<file path="src/design/swr_pkg.sv">
// ---------------------------------------------------------------------------
// swr_pkg: shared types and constants for the stop-and-wait receiver
// Event and result words, configuration fields, phase and action codes.
// ---------------------------------------------------------------------------
package swr_pkg;

	localparam int SEQ_MOD     = 32;
	localparam int MAX_PAYLOAD = 63;

	localparam int FUNC_W = 2;
	localparam int FSEQ_W = 5;
	localparam int TYPE_W = 4;
	localparam int PLEN_W = 6;
	localparam int ACT_W  = 3;
	localparam int CAP_W  = 24;
	localparam int TMO_W  = 8;
	localparam int SEQ_W  = $clog2(SEQ_MOD);

	localparam int QUEUE_DEPTH = 2;

	localparam int PADDR_W = 4;
	localparam int PDATA_W = 32;

	// register indexes (byte address / 4)
	localparam logic [1:0] REG_CAPACITY  = 2'd0;
	localparam logic [1:0] REG_MAX_TMO   = 2'd1;
	localparam logic [1:0] REG_LAST_TYPE = 2'd2;

	localparam logic [CAP_W-1:0]  CAPACITY_RST  = 24'd10485760;
	localparam logic [TMO_W-1:0]  MAX_TMO_RST   = 8'd8;
	localparam logic [TYPE_W-1:0] LAST_TYPE_RST = 4'd15;

	localparam logic [FUNC_W-1:0] FUNC_START   = 2'd0;
	localparam logic [FUNC_W-1:0] FUNC_TIMEOUT = 2'd1;
	localparam logic [FUNC_W-1:0] FUNC_PARSE   = 2'd2;
	localparam logic [FUNC_W-1:0] FUNC_FRAME   = 2'd3;

	localparam logic [ACT_W-1:0] ACT_NONE  = 3'd0;
	localparam logic [ACT_W-1:0] ACT_ACK   = 3'd1;
	localparam logic [ACT_W-1:0] ACT_NACK  = 3'd2;
	localparam logic [ACT_W-1:0] ACT_FAIL  = 3'd3;
	localparam logic [ACT_W-1:0] ACT_START = 3'd4;

	typedef enum logic [1:0] {
		PH_IDLE = 2'd0,
		PH_RUN  = 2'd1,
		PH_DONE = 2'd2,
		PH_FAIL = 2'd3
	} phase_t;

	typedef enum logic [1:0] {
		EV_START,
		EV_TIMEOUT,
		EV_PARSE_FAIL,
		EV_FRAME
	} ev_kind_t;

	typedef struct packed {
		logic [FUNC_W-1:0] func;
		logic [FSEQ_W-1:0] frame_seq;
		logic [TYPE_W-1:0] frame_type;
		logic [PLEN_W-1:0] payload_len;
	} ev_t;

	typedef struct packed {
		logic [ACT_W-1:0]  action;
		logic [FSEQ_W-1:0] reply_seq;
		logic              accept_data;
		logic [CAP_W-1:0]  write_offset;
		logic [CAP_W-1:0]  received_total;
		logic              done_res;
	} res_t;

	typedef struct packed {
		logic [CAP_W-1:0]  buffer_capacity;
		logic [TMO_W-1:0]  max_timeouts;
		logic [TYPE_W-1:0] last_type;
	} cfg_t;

	// classified event held in the queue
	typedef struct packed {
		ev_kind_t          kind;
		logic              oversized;
		logic [FSEQ_W-1:0] frame_seq;
		logic [TYPE_W-1:0] frame_type;
		logic [PLEN_W-1:0] payload_len;
	} qent_t;

endpackage

</file>
<file path="src/design/stop_and_wait_receiver_unit.sv">
// A result word is registered: an accepted event is written into the queue, then the
// state update writes its result into the output register.
// Throughput: one event per cycle; it stalls while a result awaits res_ready.
// A two-entry queue sits between intake and state update, so each side stalls alone.
// Reset: transfer state clears to idle, registers load their defaults; no clearing pass.
// ---------------------------------------------------------------------------
// stop_and_wait_receiver_unit: receiver side of a stop-and-wait transfer
// Tracks sequence, timeouts and bytes taken; issues ACK, NACK, fail and start.
// ---------------------------------------------------------------------------
module stop_and_wait_receiver_unit #(
	parameter int QUEUE_DEPTH = swr_pkg::QUEUE_DEPTH
) (
	input  logic                        clk,
	input  logic                        arst_n,
	input  logic                        ev_valid,
	output logic                        ev_ready,
	input  swr_pkg::ev_t                ev_data,
	output logic                        res_valid,
	input  logic                        res_ready,
	output swr_pkg::res_t               res_data,
	input  logic                        psel,
	input  logic                        penable,
	input  logic                        pwrite,
	input  logic [swr_pkg::PADDR_W-1:0] paddr,
	input  logic [swr_pkg::PDATA_W-1:0] pwdata,
	output logic [swr_pkg::PDATA_W-1:0] prdata,
	output logic                        pready
);
	import swr_pkg::*;

	cfg_t  cfg;
	qent_t q_wdata;
	qent_t q_head;
	logic  q_push;
	logic  q_full;
	logic  q_pop;
	logic  q_head_valid;

	swr_cfg u_cfg (
		.clk     (clk),
		.arst_n  (arst_n),
		.psel    (psel),
		.penable (penable),
		.pwrite  (pwrite),
		.paddr   (paddr),
		.pwdata  (pwdata),
		.prdata  (prdata),
		.pready  (pready),
		.cfg     (cfg)
	);

	swr_front u_front (
		.ev_valid (ev_valid),
		.ev_ready (ev_ready),
		.ev_data  (ev_data),
		.q_full   (q_full),
		.q_push   (q_push),
		.q_wdata  (q_wdata)
	);

	swr_queue #(
		.DEPTH (QUEUE_DEPTH)
	) u_queue (
		.clk        (clk),
		.arst_n     (arst_n),
		.push       (q_push),
		.wdata      (q_wdata),
		.full       (q_full),
		.pop        (q_pop),
		.head_valid (q_head_valid),
		.head       (q_head)
	);

	swr_back u_back (
		.clk        (clk),
		.arst_n     (arst_n),
		.cfg        (cfg),
		.head_valid (q_head_valid),
		.head       (q_head),
		.pop        (q_pop),
		.res_valid  (res_valid),
		.res_ready  (res_ready),
		.res_data   (res_data)
	);

endmodule

</file>
<file path="src/design/swr_cfg.sv">
// ---------------------------------------------------------------------------
// swr_cfg: configuration register file
// APB-style write and read of capacity, timeout limit and final frame type.
// ---------------------------------------------------------------------------
module swr_cfg (
	input  logic                   clk,
	input  logic                   arst_n,
	input  logic                   psel,
	input  logic                   penable,
	input  logic                   pwrite,
	input  logic [swr_pkg::PADDR_W-1:0] paddr,
	input  logic [swr_pkg::PDATA_W-1:0] pwdata,
	output logic [swr_pkg::PDATA_W-1:0] prdata,
	output logic                   pready,
	output swr_pkg::cfg_t          cfg
);
	import swr_pkg::*;

	cfg_t       cfg_q;
	logic       wr_en;
	logic [1:0] reg_idx;

	assign reg_idx = paddr[3:2];
	assign wr_en   = psel & penable & pwrite;
	assign pready  = 1'b1;
	assign cfg     = cfg_q;

	always_ff @(posedge clk or negedge arst_n) begin
		if (!arst_n) begin
			cfg_q.buffer_capacity <= CAPACITY_RST;
			cfg_q.max_timeouts    <= MAX_TMO_RST;
			cfg_q.last_type       <= LAST_TYPE_RST;
		end else if (wr_en) begin
			unique case (reg_idx)
				REG_CAPACITY:  cfg_q.buffer_capacity <= pwdata[CAP_W-1:0];
				REG_MAX_TMO:   cfg_q.max_timeouts    <= pwdata[TMO_W-1:0];
				REG_LAST_TYPE: cfg_q.last_type       <= pwdata[TYPE_W-1:0];
				default: ;
			endcase
		end
	end

	always_comb begin
		unique case (reg_idx)
			REG_CAPACITY:  prdata = PDATA_W'(cfg_q.buffer_capacity);
			REG_MAX_TMO:   prdata = PDATA_W'(cfg_q.max_timeouts);
			REG_LAST_TYPE: prdata = PDATA_W'(cfg_q.last_type);
			default:       prdata = '0;
		endcase
	end

endmodule

</file>
<file path="src/design/swr_front.sv">
// ---------------------------------------------------------------------------
// swr_front: event intake
// Accept event words, classify them and push them into the queue.
// ---------------------------------------------------------------------------
module swr_front (
	input  logic           ev_valid,
	output logic           ev_ready,
	input  swr_pkg::ev_t   ev_data,
	input  logic           q_full,
	output logic           q_push,
	output swr_pkg::qent_t q_wdata
);
	import swr_pkg::*;

	assign ev_ready = ~q_full;
	assign q_push   = ev_valid & ~q_full;

	always_comb begin
		unique case (ev_data.func)
			FUNC_START:   q_wdata.kind = EV_START;
			FUNC_TIMEOUT: q_wdata.kind = EV_TIMEOUT;
			FUNC_PARSE:   q_wdata.kind = EV_PARSE_FAIL;
			FUNC_FRAME:   q_wdata.kind = EV_FRAME;
			default:      q_wdata.kind = EV_FRAME;
		endcase
		// an in-sequence frame whose payload exceeds MAX_PAYLOAD fails the transfer
		q_wdata.oversized   = ({2'b00, ev_data.payload_len} > 8'(MAX_PAYLOAD));
		q_wdata.frame_seq   = ev_data.frame_seq;
		q_wdata.frame_type  = ev_data.frame_type;
		q_wdata.payload_len = ev_data.payload_len;
	end

endmodule

</file>
<file path="src/design/swr_queue.sv">
// ---------------------------------------------------------------------------
// swr_queue: short FIFO between intake and state update
// Small circular buffer; push and pop may happen in the same cycle.
// ---------------------------------------------------------------------------
module swr_queue #(
	parameter int DEPTH = swr_pkg::QUEUE_DEPTH
) (
	input  logic           clk,
	input  logic           arst_n,
	input  logic           push,
	input  swr_pkg::qent_t wdata,
	output logic           full,
	input  logic           pop,
	output logic           head_valid,
	output swr_pkg::qent_t head
);
	import swr_pkg::*;

	localparam int PTR_W = (DEPTH > 1) ? $clog2(DEPTH) : 1;
	localparam int CNT_W = $clog2(DEPTH + 1);

	qent_t            mem_q [DEPTH];
	logic [PTR_W-1:0] wr_ptr_q;
	logic [PTR_W-1:0] rd_ptr_q;
	logic [CNT_W-1:0] count_q;

	function automatic logic [PTR_W-1:0] ptr_inc(input logic [PTR_W-1:0] p);
		return (p == PTR_W'(DEPTH - 1)) ? '0 : p + PTR_W'(1);
	endfunction

	assign full       = (count_q == CNT_W'(DEPTH));
	assign head_valid = (count_q != '0);
	assign head       = mem_q[rd_ptr_q];

	always_ff @(posedge clk) begin
		if (push) begin
			mem_q[wr_ptr_q] <= wdata;
		end
	end

	always_ff @(posedge clk or negedge arst_n) begin
		if (!arst_n) begin
			wr_ptr_q <= '0;
			rd_ptr_q <= '0;
			count_q  <= '0;
		end else begin
			if (push) begin
				wr_ptr_q <= ptr_inc(wr_ptr_q);
			end
			if (pop) begin
				rd_ptr_q <= ptr_inc(rd_ptr_q);
			end
			if (push && !pop) begin
				count_q <= count_q + CNT_W'(1);
			end else if (pop && !push) begin
				count_q <= count_q - CNT_W'(1);
			end
		end
	end

endmodule

</file>
<file path="src/design/swr_back.sv">
// ---------------------------------------------------------------------------
// swr_back: transfer state update
// While not stalled, apply one queued event per cycle; register the result.
// ---------------------------------------------------------------------------
module swr_back (
	input  logic           clk,
	input  logic           arst_n,
	input  swr_pkg::cfg_t  cfg,
	input  logic           head_valid,
	input  swr_pkg::qent_t head,
	output logic           pop,
	output logic           res_valid,
	input  logic           res_ready,
	output swr_pkg::res_t  res_data
);
	import swr_pkg::*;

	phase_t            phase_q, phase_d;
	logic [SEQ_W-1:0]  exp_q, exp_d;
	logic [TMO_W-1:0]  run_q, run_d;
	logic [CAP_W-1:0]  bytes_q, bytes_d;
	logic              out_valid_q;
	res_t              out_q;
	res_t              res_d;

	logic [SEQ_W-1:0]  prev_seq;
	logic [SEQ_W-1:0]  next_seq;
	logic [TMO_W-1:0]  run_inc;
	logic [CAP_W:0]    bytes_sum;
	logic              overflow;

	// advance when the output register is free or being drained
	assign pop       = head_valid & (~out_valid_q | res_ready);
	assign res_valid = out_valid_q;
	assign res_data  = out_q;

	assign prev_seq  = (exp_q == '0) ? SEQ_W'(SEQ_MOD - 1) : exp_q - SEQ_W'(1);
	assign next_seq  = (exp_q == SEQ_W'(SEQ_MOD - 1)) ? '0 : exp_q + SEQ_W'(1);
	assign run_inc   = (run_q == '1) ? run_q : run_q + TMO_W'(1);
	assign bytes_sum = {1'b0, bytes_q} + (CAP_W + 1)'(head.payload_len);
	assign overflow  = bytes_sum > {1'b0, cfg.buffer_capacity};

	always_comb begin
		phase_d = phase_q;
		exp_d   = exp_q;
		run_d   = run_q;
		bytes_d = bytes_q;
		res_d   = '0;
		res_d.action = ACT_NONE;

		if (head.kind == EV_START) begin
			phase_d = PH_RUN;
			exp_d   = '0;
			run_d   = '0;
			bytes_d = '0;
			res_d.action = ACT_START;
		end else if (phase_q == PH_RUN) begin
			unique case (head.kind)
				EV_TIMEOUT: begin
					run_d = run_inc;
					if (run_inc >= cfg.max_timeouts) begin
						phase_d = PH_FAIL;
						res_d.action = ACT_FAIL;
					end
				end
				EV_PARSE_FAIL: begin
					run_d   = '0;
					phase_d = PH_FAIL;
					res_d.action = ACT_FAIL;
				end
				EV_FRAME: begin
					run_d = '0;
					priority if (head.frame_seq != FSEQ_W'(exp_q)) begin
						if (head.frame_seq == FSEQ_W'(prev_seq)) begin
							res_d.action    = ACT_ACK;
							res_d.reply_seq = head.frame_seq;
						end else begin
							res_d.action    = ACT_NACK;
							res_d.reply_seq = FSEQ_W'(exp_q);
						end
					end else if (head.oversized || overflow) begin
						phase_d = PH_FAIL;
						res_d.action = ACT_FAIL;
					end else begin
						res_d.accept_data  = 1'b1;
						res_d.write_offset = bytes_q;
						res_d.action       = ACT_ACK;
						res_d.reply_seq    = FSEQ_W'(exp_q);
						bytes_d            = bytes_sum[CAP_W-1:0];
						exp_d              = next_seq;
						if (head.frame_type == cfg.last_type) begin
							phase_d        = PH_DONE;
							res_d.done_res = 1'b1;
						end
					end
				end
				default: ;
			endcase
		end
		res_d.received_total = bytes_d;
	end

	always_ff @(posedge clk or negedge arst_n) begin
		if (!arst_n) begin
			phase_q <= PH_IDLE;
			exp_q   <= '0;
			run_q   <= '0;
			bytes_q <= '0;
		end else if (pop) begin
			phase_q <= phase_d;
			exp_q   <= exp_d;
			run_q   <= run_d;
			bytes_q <= bytes_d;
		end
	end

	always_ff @(posedge clk or negedge arst_n) begin
		if (!arst_n) begin
			out_valid_q <= 1'b0;
		end else if (pop) begin
			out_valid_q <= 1'b1;
		end else if (res_ready) begin
			out_valid_q <= 1'b0;
		end
	end

	always_ff @(posedge clk) begin
		if (pop) begin
			out_q <= res_d;
		end
	end

endmodule
</file>
<file path="config.mk">
export PLATFORM = sky130hd
export DESIGN_NAME = stop_and_wait_receiver_unit
export DESIGN_NICKNAME = d
export VERILOG_FILES = /design/src/design/swr_pkg.sv /design/src/design/stop_and_wait_receiver_unit.sv /design/src/design/swr_cfg.sv /design/src/design/swr_front.sv /design/src/design/swr_queue.sv /design/src/design/swr_back.sv
export SDC_FILE = /design/constraint.sdc
export NUM_CORES = 1
export LEC_CHECK = 0
export BUFFER_PORTS_ARGS = -buffer_cell sky130_fd_sc_hd__buf_2
export CAP_MARGIN = 40
export CORE_MARGIN = 4
export CORE_UTILIZATION = 57
export DETAILED_ROUTE_END_ITERATION = 16
export GPL_TIMING_DRIVEN = 0
export PLACE_DENSITY = 0.88
export SLEW_MARGIN = 20
export SYNTH_ARGS = -nofsm -noshare
export SYNTH_HDL_FRONTEND = slang
export SYNTH_SLANG_ARGS = --single-unit
</file>
<file path="constraint.sdc">
create_clock -name clk -period 6.87 [get_ports clk]
set_input_delay 0.3435 -clock clk [delete_from_list [all_inputs] [get_ports clk]]
set_output_delay 0.3435 -clock clk [all_outputs]
set_load 0.05 [all_outputs]
</file>
* After elaboration in Yosys (flattened, before gate mapping)
Memories as Yosys holds them, arrays and structs flattened.
Index checks and enable logic that the tools add are counted.
** Word-level totals
- Bits in registers :: 138
- Memory bits (writable) :: 34
- Output and inout port bits :: 93
- Word-level logic and storage cells :: 128
- Memories :: 1
** Cells by class
- Add/subtract/negate cells :: 8
- Magnitude comparators :: 2
- Equal/unequal tests :: 20
- Muxes and demuxes :: 43
- Bitwise logic cells :: 9
- Reduce and logical (&&, ||, !) cells :: 27
** Memory list
- u_queue.mem_q :: words 2, width 17, rd ports 1, clocked after memory_dff 0, wr ports 1, RTL line swr_queue.sv:22 : qent_t mem_q [DEPTH];
** Operator list (count)
- 2-to-1 mux 24 bit :: 5
- one-hot mux 24 bit (3 select lines) :: 1
- 2-to-1 mux 30 bit :: 2
- 2-to-1 mux 5 bit :: 7
- 2-to-1 mux 33 bit :: 1
- 2-to-1 mux 8 bit :: 4
- adder 24 x 6 -> 25 bit :: 1
- greater-than comparator 25 x 24 -> 1 bit :: 1
- 2-to-1 mux 25 bit :: 1
- 2-to-1 mux 2 bit :: 10
- one-hot mux 8 bit (2 select lines) :: 1
- == test 2 bit, second input constant :: 6
- nonzero test 2 bit :: 5
- one-hot mux 3 bit (3 select lines) :: 1
- adder 8 x 1 -> 8 bit, second input constant :: 1
- == test 2 x 1 -> 1 bit, second input constant :: 4
- == test 8 bit, second input constant :: 1
- greater-or-equal comparator 8 bit :: 1
- one-hot mux 2 bit (4 select lines) :: 1
- 2-to-1 mux 1 bit :: 7
- 2-to-1 mux 7 bit :: 1
- zero test 2 bit :: 3
- one-hot mux 2 bit (3 select lines) :: 1
- AND reduction 2 bit :: 3
- other kinds (29) :: 40

* Depth between registers and ports, before layout
Gate-level depths: netlist (run 1).
An unclocked memory read counts as a cell.
- Depth in word-level cells :: 9
- Gate-level depth with buffers :: 23
- Depth with buffers taken out :: 19

* Cells and area by module
A second synthesis (run 1) with hierarchy kept.
** Unflattened totals
- Cell total of the unflattened synthesis :: 953
- Area total of the unflattened synthesis :: 10042.1 µm²
** By module, submodules not included
- swr_back :: times used 1, cells an instance 730, area each 6643.9 µm²
- swr_cfg :: times used 1, cells an instance 130, area each 1719.1 µm²
- swr_queue :: times used 1, cells an instance 72, area each 1537.7 µm²
- swr_front :: times used 1, cells an instance 21, area each 141.4 µm²

* Worst setup path after synthesis (run 1)
No wires, ideal clock.
- Path type :: register to register
- Start :: register u_queue.rd_ptr_q
- End :: register u_back.out_q (netlist bit u_back.res_data[24]) (data pin)
- Arrival :: 4.926 ns
- Path slack :: 1.682 ns
- Stages on the path, launching flop included :: 23
- Cells stage by stage :: dfrtp_1 -> buf_4 -> buf_1 -> mux2_2 -> ha_1 -> inv_1 -> fa_1 -> nor2b_1 -> o31a_1 -> o21ai_0 -> or3_1 -> nor2_1 -> xnor2_1 -> ha_1 -> nand4_2 -> or4_1 -> a311o_1 -> a21o_1 -> and2_4 -> buf_6 -> nand2_8 -> nor2_1 -> mux2_1
** On the way
- Cells in the longest elaborated chain, start to end :: 9
- Elaborated cells between the ends (all ways) :: 12
** Ends and longest elaborated chain
- start, declared :: RTL line swr_queue.sv:24 : logic [PTR_W-1:0] rd_ptr_q;
- start signal, assigned :: RTL line swr_queue.sv:51 : rd_ptr_q <= ptr_inc(rd_ptr_q);
- memory (2 x 17 bit) (*)
- adder 24 x 6 -> 25 bit :: RTL line swr_back.sv:40 : assign bytes_sum = {1'b0, bytes_q} + (CAP_W + 1)'(head.payload_len);
- greater-than comparator 25 x 24 -> 1 bit :: RTL line swr_back.sv:41 : assign overflow = bytes_sum > {1'b0, cfg.buffer_capacity};
- logical OR 1 bit :: RTL line swr_back.sv:81 : end else if (head.oversized || overflow) begin
- 2-to-1 mux 24 bit :: RTL line swr_back.sv:81
- 2-to-1 mux 24 bit :: RTL line swr_back.sv:73 : priority if (head.frame_seq != FSEQ_W'(exp_q)) begin
- 2-to-1 mux 24 bit :: RTL line swr_back.sv:58 : unique case (head.kind)
- 2-to-1 mux 24 bit :: RTL line swr_back.sv:57 : end else if (phase_q == PH_RUN) begin
- 2-to-1 mux 24 bit (*) :: RTL line swr_back.sv:51 : if (head.kind == EV_START) begin
- net u_back.bytes_d[23] :: RTL line swr_back.sv:21 : logic [CAP_W-1:0] bytes_q, bytes_d;
- end signal, assigned :: RTL line swr_back.sv:129 : out_q <= res_d;
- end, declared :: RTL line swr_back.sv:23 : res_t out_q;
The timed path passes the listed nets; every way through them passes the cells marked *.
A chain may end at the register's enable or synchronous reset.

* Final worst setup path (run 1)
- Start :: register u_queue.rd_ptr_q
- End :: register u_back.out_q (netlist bit u_back.res_data[2]) (data pin)
The elaborated chain is that of the path after synthesis.

==> results of run 1 <==
[path summary, 6_finish.rpt]
check / start / end / depth (start not counted) / slack [ps]
max in group asynchronous: arst_n / u_cfg.cfg[35]$_DFFE_PN1P_ / 3 / 5790
max reg2reg: u_queue.rd_ptr_q$_DFFE_PN0P_ / u_back.res_data[2]$_DFFE_PP_ / 22 / 370
min: ev_data[9] / u_queue.mem_q[1][9]$_DFFE_PP_ / 1 / 90
max: u_queue.rd_ptr_q$_DFFE_PN0P_ / u_back.res_data[2]$_DFFE_PP_ / 22 / 370
min reg2reg: u_back.phase_q[0]$_DFFE_PN0P_ / u_back.phase_q[0]$_DFFE_PN0P_ / 1 / 510
min in group asynchronous: arst_n / u_cfg.cfg[6]$_DFFE_PN0P_ / 2 / 430
[sequential cells by signal, summed over array words and instances, names as in the netlist]
signal	count
u_queue.mem_q	34
u_back.run_q	8
u_queue.rd_ptr_q	1
u_back.phase_q	2
u_cfg.cfg	36
u_queue.count_q	2
u_back.res_valid	1
u_queue.wr_ptr_q	1
u_back.res_data	58
u_back.bytes_q	24
u_back.exp_q	5
[logic make-up (layout without fill, tap and decap cells)]
family | count (synthesis) | count (layout) | synth area share [%]
fa+ha+maj | 48 | 48 | 6.43
buf+inv | 115 | 280 | 5.24
xor+xnor | 43 | 43 | 3.98
compound gates | 183 | 183 | 13.0
other cells | 2 | 9 | 0.0794
flops | 172 | 172 | 50.5
mux | 37 | 37 | 4.15
simple gates | 316 | 316 | 16.6
[cell usage after synthesis (3+ instances only)]
library cell and count:
a31o_2 5, o311a_1 3, nand2_1 94, mux2i_1 21, o21ai_1 8, or2_2 5
nor2_1 57, o21ai_0 54, buf_4 11, buf_2 5, a31oi_1 4, nor4_1 6
nor2b_1 8, nand2b_1 6, o21a_1 3, dfstp_2 7, nor3_1 30, and3_1 37
nand3_1 28, nand4_1 16, a22o_1 9, a21oi_1 29, nor3b_1 3, a221o_1 3
clkbuf_1 42, a21o_1 12, edfxtp_1 92, nand3b_1 5, o31ai_1 6, a221oi_1 3
o211ai_1 14, a22oi_1 9, and2_1 5, or4_1 3, inv_1 49, mux2_2 14
buf_1 3, dfrtp_1 73, xor2_1 13, xnor2_1 30, a211o_1 4, or3_1 3
ha_1 47
[placed cells by master (no fill, tap or decap), types with 17 or more instances in the layout]
cell type | netlist | final
edfxtp_1 | 92 | 92
o21ai_0 | 54 | 54
clkbuf_16 | 0 | 17
nor3_1 | 30 | 30
inv_1 | 49 | 49
nand3_1 | 28 | 28
mux2i_1 | 21 | 21
nor2_1 | 57 | 56
nand2_1 | 94 | 94
clkbuf_1 | 42 | 42
and3_1 | 37 | 37
a21oi_1 | 29 | 29
buf_2 | 5 | 133
xnor2_1 | 30 | 30
dfrtp_1 | 73 | 73
ha_1 | 47 | 47
[report_power, final]
group	switching, uW	total (uW)	internal (uW)
Sequential	148	1620	1470
Clock	405	952	547
Combinational	1800	2580	779
[per-layer routing]
metal / track usage [%] / routed length (um) / up-vias
met5: 0 / 0 / -
met4: 10.8 / 822 / 0
met3: 6.14 / 2050 / 76
met2: 46.0 / 12400 / 408
met1: 33.3 / 9480 / 3697
li1: - / - / 3601
[cell type report]
class                           instances  area [sq um]  share of cell area [%]
Buffer                                 64           308                    2.78
Clock buffer                           19           443                    4.00
Clock inverter                         13           143                    1.29
Inverter                               51           191                    1.73
Multi-Input combinational cell        636          4220                    38.1
Sequential cell                       172          4770                    43.1
Tap cell                              216           270                    2.44
Timing Repair Buffer                  133           717                    6.48
[through the flow]
step           utilization [%]  total power, uW
2_1_floorplan                -             3510
3_3_place_gp              64.8             4080
3_5_place_dp              65.1             4170
4_1_cts                   68.8             5130
5_1_grt                   68.9             5430
6_report                  68.9             5150
==> flow_summary.json, run 1 <==
{
  "ys.flop_type": "edfxtp_1",
  "grt_pass1_wl_mm": 38.6,
  "hp-class": "in -> reg",
  "synth_cells": 916,
  "setup_viol": 0,
  "ios": 153,
  "required_ps": 7080,
  "tightest_slew_ps": 834,
  "worst_setup_path_start_kind": "register",
  "tritoncts": "yes",
  "cp.arrival_ps": 6710,
  "crit_path_max_fanout": 10,
  "postPlaceCellArea_sq_um": 10500,
  "antenna_found_initial": 0,
  "gp_congestion": 0.969,
  "crit_type": "reg -> reg",
  "grt_pass1_vias": 7504,
  "numClockSinks": 172,
  "routed_via_density": 5.97,
  "dp.cells": 1270,
  "max_clock_freq_mhz": 154,
  "vias": 7782,
  "hold_viol_final": 0,
  "dieWidth_um": 137,
  "peakVddDrop_mv": 0.290,
  "stdcell_area_sq_um": 11100,
  "setup_slack_ps": 365,
  "grt.overflow.total": 0,
  "period_minus_slack_ps": 6500,
  "maxSlewHeadroom_pct": 44.3,
  "endpoint_kind": "register",
  "area_growth_pct": 17.0,
  "n_fill_cell": 1207,
  "yosysWarningCount": 0,
  "dp_slack_ps": 549,
  "fp.dieArea_sq_um": 18700,
  "cp.buffers_inverters": 5,
  "synth-edff-count": 92,
  "cpPeakStageDelay_ps": 530,
  "cts_setup_buffers": 0,
  "detail_route.wl_per_cell_um": 19.0,
  "hold_slack_ps": 89.9,
  "synth_seq_cells": 172,
  "track_usage_pct": 27.0,
  "finalNonFillerCells": 1304,
  "drc_errors": 0,
  "io_buffers": 129,
  "rsz0062_at_grt": "no",
  "root_buffer": "clkbuf_16",
  "async_reset_ff_share_pct": 46.5,
  "netlist_area_sq_um": 9460,
  "clk_pin_slew_ps": 60,
  "finalNetCount": 1183,
  "grt_max_degree": 45,
  "drive_gt1_share_pct": 20.8,
  "avgSynthCellArea_sq_um": 10.3,
  "cp_top_family": "simple AND/OR/NAND/NOR gates",
  "status": "completed",
  "clk-insertion-delay-late_ps": 440,
  "ys_seq_area_share_pct": 50.5,
  "ctsResizeCount": 0,
  "cts_buffer_depth": 2,
  "cts_buffers": 17,
  "skew_ps": 11.7,
  "drt_pass1_iterations": 5,
  "cts_htree_levels": 4,
  "tns_ps": 0,
  "yosysTopAreaCell": "edfxtp_1",
  "antenna_left": 0,
  "routed_wl_mm": 24.7,
  "coreArea_sq_um": 16100,
  "fin_crit_sh_pct": 94.7,
  "p_per_area_nw_per_um2": 466,
  "synth.distinct_cells": 74,
  "post-dp-hpwl_mm": 17.9,
  "cp_cell_sequence": "buf_4 -> buf_1 -> mux2_2 -> ha_1 -> inv_1 -> fa_1 -> nor2b_1 -> o31a_1 -> o21ai_0 -> or3_1 -> nor2_1 -> xnor2_1 -> ha_1 -> nand4_2 -> or4_1 -> a311o_1 -> a21o_1 -> nand2_2 -> nor2_2 -> buf_2 -> buf_2 -> a211oi_1",
  "ys_top_cells_by_area": "edfxtp_1 (29%), dfrtp_1 (19%), ha_1 (6.2%)",
  "cts_hold_buffers": 1,
  "start_util_pct": 58.9,
  "netlist.area_leader.share_pct": 29.2,
  "maxCapViolCount": 0,
  "cp_slowest_cell": "or4_1",
  "finalMaxSlewViolations": 0,
  "rows": 46,
  "power_leakage_uw": 0.00489,
  "n_antenna_cell": 0,
  "die_h_um": 137,
  "drt_iter0_drc": 962
}
No activity file was read; power rests on OpenSTA's default activity.
==> inputs of run 2 (changes only) <==
--- a/config.mk
+++ b/config.mk
@@ -5,13 +5,14 @@
 export SDC_FILE = /design/constraint.sdc
 export NUM_CORES = 1
 export LEC_CHECK = 0
-export BUFFER_PORTS_ARGS = -buffer_cell sky130_fd_sc_hd__buf_2
 export CAP_MARGIN = 40
 export CORE_MARGIN = 4
-export CORE_UTILIZATION = 57
+export CORE_UTILIZATION = 62
 export DETAILED_ROUTE_END_ITERATION = 16
+export DONT_BUFFER_PORTS = 1
 export GPL_TIMING_DRIVEN = 0
-export PLACE_DENSITY = 0.88
+export PLACE_DENSITY = 0.78
+export RECOVER_POWER = 50
 export SLEW_MARGIN = 20
 export SYNTH_ARGS = -nofsm -noshare
 export SYNTH_HDL_FRONTEND = slang
==> flow_summary.json, run 2 (synthesized netlist as in run 1, its figures left out) <==
{
  "status": "finished with violations",
  "violations": "capacitance limit, slew limit",
  "ctsResizeCount": 0,
  "gp_congestion": 0.978,
  "multiInputGateArea_sq_um": 4300,
  "cts_buffers": 17,
  "n_fill_cell": 1050,
  "cp_cell_sequence": "buf_4 -> buf_1 -> mux2i_1 -> inv_1 -> ha_1 -> a21o_1 -> a21oi_1 -> o211ai_1 -> and2_1 -> clkbuf_1 -> and3_1 -> xor2_1 -> ha_1 -> nand4_1 -> or4_1 -> a311o_1 -> a21o_1 -> nand2_2 -> nor2_2 -> buf_2 -> buf_2 -> nand3_1 -> nand2_1",
  "drt_pass1_iterations": 7,
  "start_util_pct": 64.1,
  "track_usage_pct": 27.5,
  "hp-class": "in -> reg",
  "cts_setup_buffers": 0,
  "area_growth_pct": 13.1,
  "finalNonFillerCells": 1168,
  "peakVddDrop_mv": 0.285,
  "p_per_area_nw_per_um2": 477,
  "cts_hold_buffers": 17,
  "cp.arrival_ps": 6500,
  "drc_errors": 0,
  "drt_iter0_drc": 759,
  "rows": 44,
  "fp.dieArea_sq_um": 17300,
  "setup_viol": 0,
  "dieWidth_um": 132,
  "io_buffers": 0,
  "dp.cells": 1115,
  "hold_viol_final": 0,
  "cpPeakStageDelay_ps": 520,
  "n_antenna_cell": 0,
  "power_leakage_uw": 0.00447,
  "largest_reg_flops": 58,
  "maxCapViolCount": 1,
  "maxSlewHeadroom_pct": -205,
  "tightest_slew_ps": 4570,
  "period_minus_slack_ps": 6340,
  "root_buffer": "clkbuf_16",
  "cts_htree_levels": 4,
  "reg2reg_depth": 23,
  "clk_pin_slew_ps": 60,
  "grt_pass1_vias": 7160,
  "antenna_left": 0,
  "skew_ps": 9.77,
  "crit_path_max_fanout": 10,
  "cp_slowest_cell": "buf_1",
  "routed_via_density": 6.24,
  "dp_slack_ps": 676,
  "grt_max_degree": 81,
  "coreArea_sq_um": 14800,
  "antenna_found_initial": 0,
  "grt_pass1_wl_mm": 37.7,
  "max_clock_freq_mhz": 158,
  "crit_cells": 23,
  "finalMaxSlewViolations": 81,
  "grt.overflow.total": 0,
  "drive_gt1_share_pct": 11.8,
  "final_cell_mix": "nand2_1 (94), edfxtp_1 (92), dfrtp_1 (73)",
  "endpoint_kind": "register",
  "cp_top_family": "simple AND/OR/NAND/NOR gates",
  "worst_setup_path_start_kind": "register",
  "ios": 153,
  "rsz0062_at_grt": "no",
  "routed_wl_mm": 23.6,
  "die_h_um": 132,
  "tns_ps": 0,
  "clk-insertion-delay-late_ps": 430,
  "required_ps": 7030,
  "hold_depth": 2,
  "setup_slack_ps": 532,
  "register_area_sq_um": 4770,
  "cts_buffer_depth": 2,
  "crit_type": "reg -> reg",
  "numClockSinks": 172,
  "detail_route.wl_per_cell_um": 20.2,
  "post-dp-hpwl_mm": 16.7,
  "fin_crit_sh_pct": 92.3,
  "cp.buffers_inverters": 6,
  "final_common_cell": "nand2_1",
  "finalNetCount": 1079,
  "tritoncts": "yes",
  "vias": 7289
}
==> run 2: changes by cell type in the layout (fill, tap and decap cells not counted), sizes merged <==
| cell | previous run | this run |
|---|---|---|
| buf | 153 | 31 |
| bufinv | 2 | 4 |
| inv | 51 | 49 |
| clkinvlp | 1 | 2 |
| clkinv | 10 | 4 |
| clkbuf | 62 | 68 |
| dlygate4sd3 | 1 | 18 |
==> run 2: stage by stage <==
step | hold WS, ps | util (%) | cell area (sq um) | total power, uW
global route | 22.3 | 72.5 | 10700 | 5380
floorplan | 47.9 | - | 9480 | 3510
detailed placement | 51.4 | 66.9 | 9870 | 4030
global placement | 51.2 | 65.8 | 9710 | 3950
CTS | 0.00300 | 72.4 | 10700 | 5070
finish | 20.3 | 72.5 | 10700 | 5100
==> run 2: final timing paths <==
| kind | from | endpoint | slack, ps |
|---|---|---|---|
| worst max-delay path | u_queue.rd_ptr_q$_DFFE_PN0P_ | u_back.res_data[10]$_DFFE_PP_ | 530 |
| worst min-delay path | pwdata[3] | u_cfg.cfg[7]$_DFFE_PN1P_ | 20 |
| worst max register to register | u_queue.rd_ptr_q$_DFFE_PN0P_ | u_back.res_data[10]$_DFFE_PP_ | 530 |
| worst min register to register | u_back.phase_q[0]$_DFFE_PN0P_ | u_back.phase_q[0]$_DFFE_PN0P_ | 510 |
| max in group asynchronous | arst_n | u_back.bytes_q[21]$_DFFE_PN0P_ | 2210 |
| min in group asynchronous | arst_n | u_back.exp_q[0]$_DFFE_PN0P_ | 2120 |
==> run 2: power by group <==
group,leakage [uW],internal [uW],switching [uW]
Clock,0.000292,627,387
Sequential,0.00183,1480,643
Combinational,0.00234,688,1270
Total,0.00447,2800,2300
==> run 2: layout make-up <==
class | count | share of cell area [%]
Timing Repair Buffer | 29 | 2.64
Sequential cell | 172 | 44.6
Buffer | 64 | 2.88
Clock inverter | 8 | 1.34
Inverter | 51 | 1.79
Multi-Input combinational cell | 636 | 40.2
Tap cell | 184 | 2.15
Clock buffer | 24 | 4.41
==> run 2: routing by layer <==
layer  wire (um)  GRT usage [%]  part of all wire (%)
met3        1670           5.81                   7.1
met4         939           14.1                   4.0
met1        9410           34.8                    40
met2       11500           44.9                    49
met5           0              0                     0
==> run 2: worst reg2reg max path, stage by stage (launching register included) <==
cell and delay, ps:
dfrtp_1 320, buf_4 200, buf_1 520, mux2i_1 520
inv_1 100, ha_1 290, a21o_1 160, a21oi_1 290
o211ai_1 260, and2_1 220, clkbuf_1 220, and3_1 290
xor2_1 190, ha_1 330, nand4_1 200, or4_1 510
a311o_1 330, a21o_1 200, nand2_2 220, nor2_2 70
buf_2 200, buf_2 240, nand3_1 130, nand2_1 80
